$ cat config.mk
export PLATFORM = sky130hd
export DESIGN_NAME = fwrv_prio
export DESIGN_NICKNAME = d
export VERILOG_FILES = /design/src/rtl/core/fwrv_prio.sv
export SDC_FILE = /design/constraint.sdc
export NUM_CORES = 1
export LEC_CHECK = 0
export BUFFER_PORTS_ARGS = -buffer_cell sky130_fd_sc_hd__buf_2
export CAP_MARGIN = 20
export CORE_MARGIN = 2
export CORE_UTILIZATION = 42
export DETAILED_ROUTE_END_ITERATION = 7
export GPL_ROUTABILITY_DRIVEN = 0
export PLACE_DENSITY = 0.8
export SLEW_MARGIN = 10
export SYNTH_ARGS = -nofsm -noshare
export SYNTH_HDL_FRONTEND = slang
export SYNTH_SLANG_ARGS = --single-unit
$ cat constraint.sdc
create_clock -name vclk -period 4.3
set_clock_uncertainty 0.1 [all_clocks]
set_input_delay 0.86 -clock vclk [all_inputs]
set_output_delay 0.86 -clock vclk [all_outputs]
set_load 0.005 [all_outputs]
$ cat src/rtl/core/fwrv_prio.sv
// fwrv_prio: first-match resolution over the cell match bits: found flag,
// index of the lowest match and the mask of cells at or above it. No deps.
`default_nettype none

module fwrv_prio #(
  parameter int DEPTH = 128
) (
  input  wire logic [DEPTH-1:0]         match,
  output logic                          found,
  output logic [$clog2(DEPTH)-1:0]      pos,
  output logic [DEPTH-1:0]              mask_ge
);

  localparam int IW = $clog2(DEPTH);

  logic [DEPTH-1:0] neg;
  logic [DEPTH-1:0] lowest;

  // Two's complement isolates the lowest set bit and everything above it
  assign neg     = ~match + DEPTH'(1);
  assign lowest  = match & neg;
  assign mask_ge = match | neg;
  assign found   = |match;

  // One-hot to index
  always_comb begin
    pos = '0;
    for (int i = 0; i < DEPTH; i++) begin
      if (lowest[i]) begin
        pos = pos | IW'(i);
      end
    end
  end

endmodule

`default_nettype wire

==> summary.txt, run 1 <==
Ports -> 264
Stopped at -> global routing (5_1_grt)
outcome -> did not finish
Total GRT Usage -> 0.7453
Die Span Y -> 105.7 µm
Syn Inst Count -> 759
register area share after synthesis -> 0
row count -> 37
initial core utilization -> 0.4267
Die Wd -> 105.7 µm
pre-CTS WS -> -310.5 ps
postcts setup bufs -> 0
yosys warns -> 0
stop err -> [ERROR GRT-0232] Routing congestion too high. Check the congestion heatmap in the GUI.
number of I/O port buffers -> 264
GR Overflow Total -> 1
Synth cell types -> 65
Mapped Area -> 4345 µm²
Avg Inst Size Synth -> 5.725 µm²
endpoint with the least setup slack after the last repair -> pos[0]
Placed Area -> 7311 µm²
kind of the worst endpoint -> top-level output
Syn Nets -> 887
Post-DP HPWL -> 24.91 mm
largest net degree at the start of global routing -> 13
[cells in the mapped netlist, types with 5 or more instances]
master / instances / area (µm²)
and4_1: 10 / 87.58
o21ai_0: 20 / 100.1
nor4b_1: 5 / 43.79
a31oi_1: 7 / 43.79
and2_1: 12 / 75.07
clkbuf_1: 13 / 48.80
nor3b_1: 6 / 45.04
a21oi_1: 13 / 65.06
inv_1: 48 / 180.2
nor2_1: 87 / 326.6
nand3_1: 63 / 315.3
or3_1: 15 / 93.84
nand2_1: 95 / 356.6
or4_1: 10 / 75.07
nor4_1: 90 / 563.0
o2111ai_1: 12 / 105.1
nand3b_1: 7 / 52.55
nor3_1: 48 / 240.2
nand4_1: 85 / 531.8
a211oi_1: 5 / 37.54
o211ai_1: 5 / 37.54
and3_1: 15 / 93.84
nor4_2: 6 / 75.07
[routing by layer]
metal,track usage,overflow
met1,0.7417,0
met2,0.8765,0
met3,0.6710,0
met4,0.6598,1
met5,0.4429,0
[kinds of logic after synthesis]
logic type             synth area share
buffers and inverters           0.07342
AOI/OAI and AO/OA                0.1682
and+or+nand+nor                  0.7584
[timing repair]
item / in CTS
pin swaps: 4
gates resized for setup: 23
endpoints found under the hold margin: 0
endpoints found under the setup margin: 10
hold buffers: 0
[through the flow]
| step | instances | util |
|---|---|---|
| CTS | 1348 | 0.7297 |
| global placement | 1348 | 0.7178 |
| floorplan | 759 | - |
| detailed placement | 1348 | 0.7178 |
==> run 2: changes to the inputs <==
Settings changed: CORE_UTILIZATION 42 to 30, PLACE_DENSITY 0.8 to not set, PLACE_DENSITY_LB_ADDON set to 0.15.
Clock period 4.3 ns to 5.6 ns, I/O delays scaled along.
==> run 2 against run 1 <==
The flow now finishes without violations; synthesized cell count stayed put; area after synthesis stayed put.
==> summary.txt, run 2 <==
initial core utilization -> 0.3106
Met3 Routed Length -> 4.722 mm
Yosys top cell by area -> nor4_1
Combinational Power Share -> 1.000
Power Dens Cells -> 31.36 nW/µm²
Worst-Margin Slew -> 871.7 ps
vias in the first global route -> 7652
sequential cells -> 0
CTS Hold Bufs -> 0
initial DRC count -> 1594
postcts setup bufs -> 0
Final Cycle Share -> 0.9811
Critical Path Fanout Max -> 9
Mapped Area -> 4345 µm²
post-synth top area share -> 0.1296
switching pwr -> 134.2 µW
register area -> 0 µm²
critical path launch point type -> input port
Synth top cells by count -> nand2_1, nor4_1, nor2_1
ANT nets after route -> 0
initial antenna violation count -> 0
maxcap violations -> 0
Syn Inst Count -> 759
Post-DP HPWL -> 25.18 mm
leak pwr -> 0.002185 µW
met1 WL -> 11.47 mm
Total GRT Usage -> 0.3586
top sig layer -> met4
number of I/O port buffers -> 264
largest cells by area after synthesis -> nor4_1, nand4_1, nand2_1, nor2_1, nand3_1
Residual DRC -> 0
Gates resized, CTS repair -> 0
routed len/inst -> 23.97 µm
Hold Crit Class -> in2out
Tot Pwr -> 197.3 µW
setup TNS -> 0 ps
min Tclk post-route -> 5494 ps
global-route wire length before repair -> 44.99 mm
register area share after synthesis -> 0
Arrival @ worst endpoint -> 4270 ps
core area -> 13990 µm²
Final nets -> 1196
yosys warns -> 0
GR Overflow Total -> 0
Internal Power -> 63.12 µW
commonest non-fill, non-tap cell in the layout -> buf_2
CP endpoint kind -> output pin
Crit Path Category -> in2out
largest net degree at the start of global routing -> 13
maximum VDD drop -> 0.02064 mV
clock buf count -> 0
Vias/cell -> 6.795
Final Hold Fails -> 0
share of layout cells above drive strength 1 -> 0.3433
Max Transition Viols Final -> 0
Flop pwr share -> 0
highest clock rate -> 182.0 MHz
Synth cell types -> 65
Switching Share -> 0.6801
cell with the most instances after synthesis -> nand2_1
critical path data required time -> 4380 ps
RSZ-0062 raised after global routing -> no
Die Span Y -> 124.4 µm
Ports -> 264
Die Wd -> 124.4 µm
Clk pwr share -> 0
commonest non-fill, non-tap cells in the layout -> buf_2, nand2_1, nor2_1
die area -> 15460 µm²
Placed Area -> 6256 µm²
met2 WL -> 12.05 mm
wirelength, routed -> 29.86 mm
synth-to-layout area growth -> 44.80%
Setup Viol. Count Final -> 0
Inserted Diodes -> 0
Design Area, Final -> 6292 µm²
Slew Limit Headroom -> 0.4141
First-pass DRT Iterations -> 6
via count -> 8466
Avg Inst Size Synth -> 5.725 µm²
outcome -> finished clean
row count -> 43
Syn Nets -> 887
[run 2: final cells by class]
class | count | area [µm²]
inverters | 51 | 203.9
fillers | 1621 | 7696
multi-input cells | 687 | 4064
well taps | 180 | 225.2
repair buffers | 328 | 1799
[run 2: worst paths after layout]
kind / startpoint / endpoint / slack (ps) / depth (start not counted)
max: match[3] / pos[6] / 110 / 11
min: match[0] / mask_ge[0] / 2380 / 2
[run 2: layer usage]
| metal | up-vias | GRT usage |
|---|---|---|
| met4 | 0 | 0.1401 |
| met5 | - | 0 |
| met1 | 3796 | 0.4937 |
| li1 | 3690 | - |
| met3 | 144 | 0.09794 |
| met2 | 836 | 0.5278 |
[run 2: power by group through the flow]
| stage | Clock, µW | Combinational (µW) | Sequential (µW) |
|---|---|---|---|
| floorplan | 0 | 63.4 | 0 |
| global route | 0 | 209 | 0 |
| finish | 0 | 197 | 0 |
| detailed placement | 0 | 185 | 0 |
| CTS | 0 | 186 | 0 |
| global placement | 0 | 186 | 0 |
[run 2: cell families after synthesis]
| family | count (synthesis) | share of synthesized area |
|---|---|---|
| and+or+nand+nor | 585 | 0.7584 |
| AOI/OAI and AO/OA | 102 | 0.1682 |
| buffers and inverters | 72 | 0.07342 |
[run 2: per-stage QoR]
stage / utilization / hold slack, ps / worst slack [ps] / std cells
6_report: 0.4498 / 2381 / 106.0 / 1246
5_1_grt: 0.4498 / 2396 / 3.835 / 1246
4_1_cts: 0.4472 / 2384 / 89.32 / 1245
3_5_place_dp: 0.4472 / 2383 / 91.05 / 1245
3_3_place_gp: 0.4472 / 2374 / 98.56 / 1245
2_1_floorplan: - / 2221 / 753.4 / 759
[run 2: critical path: stages]
cell and delay [ps]:
buf_2 120, nor4_2 470, nand3_1 290, nor4b_4 340, buf_4 250, nand3_1 330
o32ai_1 700, nor4_1 230, nand3_1 130, or4_1 160, buf_2 120
(Power assumes the default switching activity.)
