<file path="src/rtl/core/fwrv_pkg.sv">
// fwrv_pkg: shared widths, request and status codes, and cell control type
// for the FIFO with remove-by-value. No dependencies.
`default_nettype none

package fwrv_pkg;

  // Default storage depth, in entries
  localparam int DEPTH_DEF = 128;

  // Field widths
  localparam int VALUE_W  = 32;
  localparam int REQ_W    = 2;
  localparam int STATUS_W = 2;
  localparam int POS_W    = 7;
  localparam int CNT_W    = 8;
  localparam int CAP_W    = 8;

  // Capacity after reset
  localparam logic [CAP_W-1:0] CAP_RESET = 8'd100;

  // Request codes; the unused code behaves as a search
  localparam logic [REQ_W-1:0] REQ_PUSH   = 2'd0;
  localparam logic [REQ_W-1:0] REQ_REMOVE = 2'd1;
  localparam logic [REQ_W-1:0] REQ_SEARCH = 2'd2;

  // Status codes
  localparam logic [STATUS_W-1:0] ST_DONE   = 2'd0;
  localparam logic [STATUS_W-1:0] ST_FULL   = 2'd1;
  localparam logic [STATUS_W-1:0] ST_ABSENT = 2'd2;

  // Per-cell control from the sequencer
  typedef struct packed {
    logic cmp_en;  // latch the compare against the incoming key
    logic shift;   // take the neighbor's value (gap close on remove)
    logic wr;      // load the pushed value
  } cell_ctrl_t;

endpackage

`default_nettype wire

</file>
<file path="src/rtl/core/fwrv_cell.sv">
// fwrv_cell: one storage slot of the queue with its own key comparator.
// Depends on fwrv_pkg.
`default_nettype none

module fwrv_cell (
  input  wire logic                        clk,
  input  wire logic                        rst_n,
  input  wire fwrv_pkg::cell_ctrl_t        ctrl,
  input  wire logic                        occ,       // slot holds a live entry
  input  wire logic [fwrv_pkg::VALUE_W-1:0] key_cmp,
  input  wire logic [fwrv_pkg::VALUE_W-1:0] key_wr,
  input  wire logic [fwrv_pkg::VALUE_W-1:0] next_data, // neighbor toward tail
  output logic      [fwrv_pkg::VALUE_W-1:0] data,
  output logic                             match
);

  logic [fwrv_pkg::VALUE_W-1:0] data_r;
  logic                         match_r;

  // Slot value: push load wins, else shift from neighbor
  always_ff @(posedge clk) begin
    if (ctrl.wr) begin
      data_r <= key_wr;
    end else if (ctrl.shift) begin
      data_r <= next_data;
    end
  end

  // Registered compare, qualified by occupancy
  always_ff @(posedge clk) begin
    if (!rst_n) begin
      match_r <= 1'b0;
    end else if (ctrl.cmp_en) begin
      match_r <= occ && (data_r == key_cmp);
    end
  end

  assign data  = data_r;
  assign match = match_r;

endmodule

`default_nettype wire

</file>
<file path="config.mk">
export PLATFORM = sky130hd
export DESIGN_NAME = fwrv_cell
export DESIGN_NICKNAME = d
export VERILOG_FILES = /design/src/rtl/core/fwrv_pkg.sv /design/src/rtl/core/fwrv_cell.sv
export SDC_FILE = /design/constraint.sdc
export NUM_CORES = 1
export LEC_CHECK = 0
export BUFFER_PORTS_ARGS = -buffer_cell sky130_fd_sc_hd__buf_2
export CAP_MARGIN = 20
export CORE_MARGIN = 10
export CORE_UTILIZATION = 39
export DETAILED_ROUTE_END_ITERATION = 12
export PLACE_DENSITY = 0.79
export SLEW_MARGIN = 10
export SYNTH_ARGS = -nofsm -noshare
export SYNTH_HDL_FRONTEND = slang
export SYNTH_SLANG_ARGS = --single-unit
export TNS_END_PERCENT = 30
</file>
<file path="constraint.sdc">
create_clock -name clk -period 1.54 [get_ports clk]
set_input_delay 0.154 -clock clk [delete_from_list [all_inputs] [get_ports clk]]
set_output_delay 0.154 -clock clk [all_outputs]
set_load 0.03 [all_outputs]
</file>
Word-level counts from Yosys, hierarchy flattened. Index checks and enable logic that the tools add are counted. Widths: inputs -> output; s select.

Register bits: 33. Input port bits: 102. Output and inout bits: 33.

Equal/unequal tests: 1. Multiplexer cells: 2. Reductions and logical operators: 2.

Operator list (number): $mux 32 (2); $eq 32x32->1 (1); $reduce_bool 2->1 (1); $logic_and 1x1->1 (1).

Depth between registers and ports, before layout.
Word-level depth: 2. Mapped depth: 5. Gate-level depth less buffers: 5.

Worst setup path after synthesis. Ideal clock, no wire load.

Path type: input to register. Start point: in ctrl[0] (netlist name). End point: reg data_r, in the netlist data[0] (enable). Arrival time: 984 ps. Data required time: 1165 ps. Slack: 181 ps. Cell stages on the path: 3. Path through: buf_2 -> buf_2 -> or2_2.

Cells in the longest elaborated chain, start to end: 1.

Ends and longest elaborated chain: from (decl) (line fwrv_cell.sv:8) `input wire fwrv_pkg::cell_ctrl_t ctrl,`; $reduce_bool 2->1 (no source line); to (signal assigned) (line fwrv_cell.sv:23) `data_r <= key_wr;`; to (signal assigned) (line fwrv_cell.sv:25) `data_r <= next_data;`; to (decl) (line fwrv_cell.sv:17) `logic [fwrv_pkg::VALUE_W-1:0] data_r;`.

No other way between the ends. A chain may end at the register's enable or synchronous reset.

Final worst setup path.
Start point: reg data_r, in the netlist data[11]. End point: reg match_r, in the netlist match.

Cells in the longest elaborated chain, start to end: 2.

Ends and longest elaborated chain: $eq 32x32->1 (line fwrv_cell.sv:34) `match_r <= occ && (data_r == key_cmp);`; $logic_and 1x1->1 (line fwrv_cell.sv:34); to (signal assigned) (line fwrv_cell.sv:34); to (decl) (line fwrv_cell.sv:18) `logic match_r;`.

No other way between the ends.

==> flow_summary.json <==
{
  "wire_length_of_the_first_global_routing_pass_mm": 8.18,
  "share_of_post_route_cells_with_drive_strength_above_1_pct": 68.6,
  "power.total_mw": 2.45,
  "crit_required_ns": 1.77,
  "avgViaCountPerCell": 4.75,
  "r2r_setup_slack_ns": 0.17,
  "wl_final_mm": 5.40,
  "status": "complete, no violations",
  "grt_max_degree": 33,
  "cp_max_fo": 2,
  "clock-root-buffer": "clkbuf_8",
  "synth.avg_cell_area_um2": 14.9,
  "critical_path.endpoint_type": "register",
  "row_cnt": 24,
  "synth.yosys.seq_area_share_pct": 56.6,
  "place.detailed.hpwl_mm": 4.54,
  "finalClockSkew_ns": 0.00171,
  "tritoncts_num_sinks": 33,
  "insertedDiodeCount": 0,
  "syn_inst": 116,
  "drt_drc_violations_left": 0,
  "setup-tns-final_ns": 0,
  "cts_repair_resize_count": 0,
  "slew-limit-headroom_pct": 48.2,
  "fin_cells": 307,
  "critical_path.startpoint_type": "register",
  "num_vias": 1458,
  "tightest_slew_ns": 0.777,
  "grt_use_total_pct": 14.0,
  "placedInstanceArea_um2": 2450,
  "cts_tree": "built",
  "clock.fmax_ghz": 0.729,
  "power-per-cell-area_nw_per_um2": 966,
  "clk_latency_ns": 0.28,
  "gpl.final_weighted_congestion": 0.715,
  "postCtsSetupBuffers": 0,
  "cts.reportedPaths.clkPinSlew_ns": 0.07,
  "initial_utilization_pct": 40.0,
  "report.final.hold_viol_count": 0,
  "setup-violations-final": 0,
  "drtPass1Iterations": 4,
  "place.port_buffers": 134,
  "cts.path.max_buffers": 2,
  "final_cell_area_um2": 2540,
  "timing.final.crit_share_pct": 89.0,
  "synth_top_area_share_pct": 55.5,
  "cts.htree.levels": 2,
  "mappedNetlistNets": 218,
  "grt.overflow.total": 0,
  "coreArea_um2": 4320,
  "hold_path_class": "input pin to register",
  "number_of_antenna_violations_at_the_first_check_in_global_routing": 0,
  "cap_violations": 0,
  "chipWidth_um": 86.6,
  "routed_wire_length_per_instance_um": 17.6,
  "route.antenna.remaining_nets": 0,
  "min_period_ns": 1.37,
  "placed_cells_incl_taps": 299,
  "static_leakage_nw": 1.13,
  "count_of_warnings_emitted_by_yosys": 0,
  "grt_setup_unrepaired": "false",
  "power.ir.vdd_worst_mv": 0.759,
  "netlist.top_cell.by_area": "edfxtp_1",
  "design.die.area_um2": 7510,
  "top_level_ports": 135,
  "post_synth_main_area_contributors": "edfxtp_1 (55%), mux2_2 (21%), xnor2_1 (15%), nand4_1 (2.9%), xor2_1 (1.5%)",
  "final_layout_net_count": 356,
  "syn_area_um2": 1730,
  "synth.lib_cells_used.distinct": 13,
  "postCtsHoldBufs": 0,
  "cts_inserted_buffers": 5,
  "yosys_register_bits": 33,
  "timing_max_transition_violations_final": 0,
  "first_iter_violations": 39,
  "die_h_um": 86.6,
  "first_global_vias": 1671,
  "timing.setup.critical_path_class": "register to register",
  "area_growth_pct": 46.5,
  "worst_ep_arrival_time_ns": 1.60
}
## routing by layer
metal / vias up / global-route usage (%) / routed length (µm)
met3: 4 / 8.35 / 602
met1: 678 / 12.3 / 1780
li1: 708 / - / -
met5: - / 0 / 0
met2: 68 / 26.3 / 2980
met4: 0 / 3.09 / 36
## area by class of cell
class                           count  area [µm²]
Fill cell                         388        1790
Sequential cell                    33         981
Multi-Input combinational cell     79         731
Timing Repair Buffer              135         678
Clock buffer                        6        72.6
Tap cell                           52        65.1
Clock inverter                      2        10.0
## stage by stage
| stage | setup slack (ns) | hold WS (ns) | util, % |
|---|---|---|---|
| after CTS | 0.143 | 0.120 | 58.7 |
| after detailed placement | 0.166 | 0.409 | 56.8 |
| final | 0.169 | 0.121 | 58.7 |
| after floorplan | 0.181 | 0.286 | - |
| after global routing | 0.0228 | 0.122 | 58.7 |
| after global placement | 0.218 | 0.390 | 56.8 |
## layout by cell type, fill, tap and decap left out, drive strengths merged
| master | n |
|---|---|
| buf | 135 |
| clkbuf | 6 |
| clkinv | 2 |
| dfxtp | 1 |
| edfxtp | 32 |
| mux2 | 32 |
| nand2 | 1 |
| nand3 | 1 |
| nand3b | 1 |
| nand4 | 8 |
| nor3 | 1 |
| nor4 | 2 |
| or2 | 1 |
| xnor2 | 29 |
| xor2 | 3 |
## cells by family (layout without fill, tap and decap cells)
family,after synthesis,after routing,share of synthesized area (%)
xor gates and xnor gates,32,32,16.2
buffers and inverters,4,143,1.16
DFF,33,33,56.6
muxes,32,32,20.8
and+or+nand+nor,15,15,5.20
## cells in the mapped netlist, drive strengths merged
master / count
or2: 1
xor2: 3
edfxtp: 32
nand3: 1
nand4: 8
nand3b: 1
xnor2: 29
buf: 4
dfxtp: 1
nor3: 1
nor4: 2
nand2: 1
mux2: 32
## path summary, 6_finish.rpt
| path | cells past startpoint | startpoint | end |
|---|---|---|---|
| worst max-delay path | 5 | data[11]$_DFFE_PP_ | match$_SDFFE_PN0P_ |
| worst min-delay path | 3 | rst_n | match$_SDFFE_PN0P_ |
| worst max register to register | 5 | data[11]$_DFFE_PP_ | match$_SDFFE_PN0P_ |
| worst min register to register | 2 | match$_SDFFE_PN0P_ | match$_SDFFE_PN0P_ |
## power breakdown
group | leakage (nW) | switching (mW) | total, mW | internal (mW)
clock network | 0.0450 | 0.311 | 0.624 | 0.313
registers | 0.334 | 0.0637 | 1.17 | 1.10
logic | 0.748 | 0.363 | 0.662 | 0.299
total | 1.13 | 0.739 | 2.45 | 1.71
## critical path: stages, from the launching register on
cell,delay (ns)
edfxtp_1,0.41
xnor2_1,0.16
nand4_1,0.14
nor4_1,0.40
nand3_1,0.12
nand2_1,0.08
## registers in the layout, summed over array words and instances, names as in the netlist
register  flops
match         1
data         32
Power figures use the tool's default switching activity.
